File: src/rtl/puk_pkg.sv
// Shared types, kind codes and ramp tables for the particle update kernel.
// No dependencies; imported by every module of the block.
package puk_pkg;

  localparam logic [2:0] KIND_STATIC   = 3'd0;
  localparam logic [2:0] KIND_GRAV     = 3'd1;
  localparam logic [2:0] KIND_SLOWGRAV = 3'd2;
  localparam logic [2:0] KIND_FIRE     = 3'd3;
  localparam logic [2:0] KIND_EXPLODE  = 3'd4;
  localparam logic [2:0] KIND_EXPLODE2 = 3'd5;
  localparam logic [2:0] KIND_BLOB     = 3'd6;
  localparam logic [2:0] KIND_BLOB2    = 3'd7;

  localparam logic [11:0] GRAVITY_RESET = 12'd800;
  localparam logic [15:0] RECIP5        = 16'd52429;

  typedef struct packed {
    logic              alive;
    logic [2:0][23:0]  pos;
    logic [2:0][23:0]  vel;
    logic [2:0][40:0]  prod;
    logic [27:0]       gp;
    logic [15:0]       step;
    logic [15:0]       ramp;
    logic [2:0]        kind;
    logic [7:0]        color;
    logic [31:0]       die;
  } s1_t;

  typedef struct packed {
    logic              alive;
    logic [2:0][23:0]  pos;
    logic [2:0][23:0]  vel;
    logic [33:0]       gq;
    logic [15:0]       ramp;
    logic [2:0]        kind;
    logic [7:0]        color;
    logic [31:0]       die;
  } s2_t;

  function automatic logic [23:0] sat24(input logic signed [27:0] v);
    if (v > 28'sd8388607) return 24'h7fffff;
    if (v < -28'sd8388608) return 24'h800000;
    return v[23:0];
  endfunction

  function automatic logic [7:0] ramp_color(input logic [2:0] kind, input logic [2:0] idx);
    logic [7:0] c;
    c = 8'h00;
    case (kind)
      KIND_FIRE: begin
        case (idx)
          3'd0: c = 8'h6d;
          3'd1: c = 8'h6b;
          3'd2: c = 8'h06;
          3'd3: c = 8'h05;
          3'd4: c = 8'h04;
          3'd5: c = 8'h03;
          default: c = 8'h00;
        endcase
      end
      KIND_EXPLODE: c = 8'h6f - {4'd0, idx, 1'b0};
      default: begin
        case (idx)
          3'd6: c = 8'h68;
          3'd7: c = 8'h66;
          default: c = 8'h6f - {5'd0, idx};
        endcase
      end
    endcase
    return c;
  endfunction

endpackage

File: src/rtl/puk_move_stage.sv
// Second pipeline stage: position move, ramp and colour, velocity growth or decay.
// Depends on puk_pkg.
module puk_move_stage import puk_pkg::*; (
  input  logic clk,
  input  logic en,
  input  s1_t  s1,
  output s2_t  s2
);

  logic [2:0][23:0] pos_n, vel_n;
  logic [16:0]      ramp_sum;
  logic [15:0]      ramp_n;
  logic [7:0]       color_n;
  logic [31:0]      die_n;
  logic             has_ramp;
  logic [3:0]       limit;

  always_comb begin
    for (int i = 0; i < 3; i++) begin
      pos_n[i] = sat24(28'($signed(s1.pos[i])) + 28'($signed(s1.prod[i]) >>> 16));
      case (s1.kind)
        KIND_EXPLODE, KIND_BLOB:
          vel_n[i] = sat24(28'($signed(s1.vel[i])) + 28'($signed(s1.prod[i]) >>> 14));
        KIND_EXPLODE2:
          vel_n[i] = sat24(28'($signed(s1.vel[i])) - 28'($signed(s1.prod[i]) >>> 16));
        KIND_BLOB2:
          vel_n[i] = (i == 2) ? s1.vel[i] :
                     sat24(28'($signed(s1.vel[i])) - 28'($signed(s1.prod[i]) >>> 14));
        default: vel_n[i] = s1.vel[i];
      endcase
    end
    has_ramp = (s1.kind == KIND_FIRE) || (s1.kind == KIND_EXPLODE) ||
               (s1.kind == KIND_EXPLODE2);
    limit    = (s1.kind == KIND_FIRE) ? 4'd6 : 4'd8;
    ramp_sum = {1'b0, s1.ramp} + {1'b0, s1.step};
    ramp_n   = s1.ramp;
    color_n  = s1.color;
    die_n    = s1.die;
    if (has_ramp) begin
      ramp_n = ramp_sum[16] ? 16'hffff : ramp_sum[15:0];
      if (ramp_n[15:12] >= limit) die_n = 32'hffffffff;
      else color_n = ramp_color(s1.kind, ramp_n[14:12]);
    end
  end

  always_ff @(posedge clk) begin
    if (en) begin
      s2.alive <= s1.alive;
      s2.pos   <= s1.alive ? pos_n : s1.pos;
      s2.vel   <= s1.alive ? vel_n : s1.vel;
      s2.ramp  <= s1.alive ? ramp_n : s1.ramp;
      s2.color <= s1.alive ? color_n : s1.color;
      s2.die   <= s1.alive ? die_n : s1.die;
      s2.kind  <= s1.kind;
      s2.gq    <= s1.gp[27:10] * RECIP5;
    end
  end

endmodule

File: config.mk
export PLATFORM = sky130hd
export DESIGN_NAME = puk_move_stage
export DESIGN_NICKNAME = d
export VERILOG_FILES = /design/src/rtl/puk_pkg.sv /design/src/rtl/puk_move_stage.sv
export SDC_FILE = /design/constraint.sdc
export NUM_CORES = 2
export LEC_CHECK = 0
export BUFFER_PORTS_ARGS = -buffer_cell sky130_fd_sc_hd__buf_2
export CORE_ASPECT_RATIO = 0.8
export CORE_MARGIN = 4
export CORE_UTILIZATION = 53
export CTS_BUF_LIST = sky130_fd_sc_hd__clkbuf_8
export CTS_CLUSTER_DIAMETER = 150
export DETAILED_ROUTE_END_ITERATION = 16
export GPL_TIMING_DRIVEN = 0
export PLACE_DENSITY = 0.77
export SETUP_SLACK_MARGIN = 0.3
export SLEW_MARGIN = 10
export SYNTH_ARGS = -nofsm -noshare
export SYNTH_HDL_FRONTEND = slang
export SYNTH_SLANG_ARGS = --single-unit
File: constraint.sdc
create_clock -name clk -period 7 [get_ports clk]
set_input_delay 1.4 -clock clk [delete_from_list [all_inputs] [get_ports clk]]
set_output_delay 1.4 -clock clk [all_outputs]
set_load 0.01 [all_outputs]
==> impl_metrics.yaml <==
clock_network:
  htree_levels: 2
  root_buffer: "clkbuf_8"
  cts_buffers: 44
  clock_sinks: 238
  cts.path.max_buffers: 3
  ctsHoldBuffers: 0
  cts_tree: "yes"
  clkTransAtPathRegs_ns: 0.06
power_and_ir_drop:
  vdd_ir_drop_max_v: 0.000589
  p_total_w: 0.00965
  leakage_nw: 17.0
  powerDensity_nw_per_um2: 265
finish:
  final-seq-area_um2: 7150
  largest_reg_flops: 238
  nNetsFinal: 5169
  fillCellCount: 5183
  fin_util_pct: 62.2
  reg.largest.list: "s2 x238"
  multi_input_area_um2: 22600
  drive_gt1_share_pct: 16.8
  regMostFlops: "s2"
  syn_to_final_growth_pct: 15.2
synth:
  synth_area_um2: 31600
  synth_warnings: 0
  syn_inst: 3640
  synth_cell_types: 96
  async_reset_ff_share_pct: 0
  synth_top_area_share_pct: 22.6
  ys.flop_type: "edfxtp_1"
  ys_ff_latch: 238
  ys_seq_area_share_pct: 22.6
  yosys.area.top_type: "edfxtp_1"
  syn-num-nets: 4562
  yosys-top-cells-area: "edfxtp_1, ha_1, fa_1, a21oi_1, xnor2_1"
  synth_area_per_cell_um2: 8.69
  synth_edf_count: 238
floorplan:
  floorplan.die_area_um2: 63700
  num_io_pins: 611
  die_h_um: 227
  core_um2: 58600
  start_util_pct: 54.0
  die_x_um: 281
  rows: 79
worst_setup_path:
  worstPathRequired_ns: 7.39
  critPathArrivalTime_ns: 6.92
  crit_type: "in2reg"
  crit_path_end_kind: "flip-flop"
  start_kind: "primary input"
  path_max_fanout: 6
sta:
  worst_slew_pin_slew_ns: 0.967
  finalCritPeriodShare_pct: 93.3
  rsz0062_at_grt: "yes"
  fmax_mhz: 153
  hold_viol: 0
  maxSlewViolCount: 0
  post-route-min-period_ns: 6.53
  hold_ws_ns: 1.03
  setup_violations: 0
  max_slew_margin_pct: 35.4
grt:
  grt_pass1_vias: 28623
  antenna_found_initial: 32
  track_usage_pct: 34.3
  grt_pass1_wl_um: 169000
  grt_max_degree: 94
  globalRouteOverflowTotal: 0
drt:
  wire_per_inst_um: 22.8
  vias: 31049
  wl_met3_um: 13500
  route.met2.wl_um: 48100
  drc: 0
  ant_nets: 0
  drt_pre_antenna_iters: 6
  drt_wl_total_um: 115000
  drtIter0Drc: 3186
  routed_via_density: 6.13
  dr.max_layer_used: "met5"
  met1Wirelength_um: 48400
place:
  dp.final_hpwl_um: 94700
  portBuffers: 558
  place_congestion: 1.03
worst_hold_path:
  hold_start: "s1[7]"
  hp-class: "in2reg"
  hold_depth: 2
  hold_end: "s2[7]"
flow_run:
  cap_violations: 0
status:
  status: "finished, final reports clean"
==> layer usage <==
metal  track usage, %  vias up
met3             9.14      264
met1             47.8    14656
met2             50.7     1587
met4             14.2       18
li1                 -    14524
met5                0        -
==> worst max path at each step <==
stage	start	to	slack [ns]	cells past startpoint
4_1_cts	s1[85]	s2[90]	0.36	22
3_5_place_dp	s1[95]	s2[91]	-0.42	21
3_3_place_gp	s1[85]	s2[92]	-0.36	22
2_1_floorplan	s1[96]	s2[90]	0.37	22
6_report	s1[95]	s2[91]	0.47	21
5_1_grt	s1[96]	s2[90]	0.29	23
==> critical path, stage by stage <==
cell	delay (ns)
buf_2	0.17
ha_1	0.42
ha_1	0.32
inv_1	0.05
fa_1	0.50
inv_1	0.05
fa_1	0.47
inv_1	0.06
fa_1	0.50
fa_1	0.55
inv_1	0.04
ha_1	0.45
nand3_1	0.17
o31ai_4	0.35
a22oi_1	0.18
o211ai_1	0.35
nand2_1	0.17
o211a_1	0.27
o21ai_0	0.19
a21oi_1	0.11
xnor2_1	0.14
==> layout make-up <==
class                   count  area share [%]
repair buffers            561            7.86
well taps                 769            2.64
flip-flops and latches    238            19.6
multi-input cells        2900            62.0
clock inverters            34           0.752
plain buffers             121            1.43
diodes                     21           0.144
inverters                 381            3.92
clock buffers              44            1.66
==> per-stage QoR <==
step	cells	worst slack [ns]	instance area, um^2	TNS, ns
finish	5069	0.467	36400	0
detailed placement	4969	-0.416	35500	-2.05
global route	5066	0.290	36400	0
CTS	5047	0.357	36300	0
floorplan	3640	0.368	31600	0
global placement	4967	-0.362	35400	-1.62
==> what timing repair did <==
action	CTS	global route
gates resized for setup	2	5
pin swaps	0	3
gates cloned	0	0
buffers inserted	0	1
setup endpoints to repair	2	6
==> power breakdown <==
| part | switching [W] | leakage [nW] | internal, W | total (W) |
|---|---|---|---|---|
| Combinational | 0.00359 | 14.2 | 0.00248 | 0.00607 |
| Clock | 0.000710 | 0.476 | 0.000742 | 0.00145 |
| Sequential | 0.0000773 | 2.33 | 0.00205 | 0.00212 |
==> logic make-up after synthesis <==
logic type	after synthesis	share of synthesized area, %
AOI/OAI and AO/OA	1217	26.2
xor gates and xnor gates	291	8.08
adders and majority gates	549	24.2
buffers and inverters	502	6.17
DFF	238	22.6
muxes	4	0.131
and+or+nand+nor	839	12.6
==> layout by cell type (no fill, tap or decap), types with 51 or more instances in the layout <==
master / netlist / final
o21bai_1: 53 / 53
a21oi_1: 352 / 352
buf_2: 24 / 581
o21ai_1: 70 / 69
nor2b_1: 51 / 51
xor2_1: 89 / 89
a21o_1: 123 / 123
nand2b_1: 83 / 83
inv_1: 376 / 384
o21ai_0: 124 / 124
clkbuf_1: 88 / 88
xnor2_1: 201 / 201
ha_1: 443 / 443
nand2_1: 194 / 194
fa_1: 106 / 106
nor2_1: 289 / 289
edfxtp_1: 238 / 238
==> cell usage after synthesis, drive strengths merged (19+ instances only) <==
master / instances
and2: 19
o211ai: 33
ha: 443
buf: 33
xor2: 90
o21bai: 53
nand4: 24
o21a: 35
a221o: 28
a22oi: 19
and3: 21
inv: 381
a31oi: 44
fa: 106
a21o: 123
o31ai: 30
nor3: 43
nor2: 291
nand2b: 84
xnor2: 201
nand3: 41
o22ai: 27
o32a: 25
a21boi: 19
clkbuf: 88
a211oi: 42
nand2: 194
o21ai: 195
edfxtp: 238
a21oi: 352
or2: 26
o221ai: 21
nor2b: 51
Power figures use the tool's default switching activity.
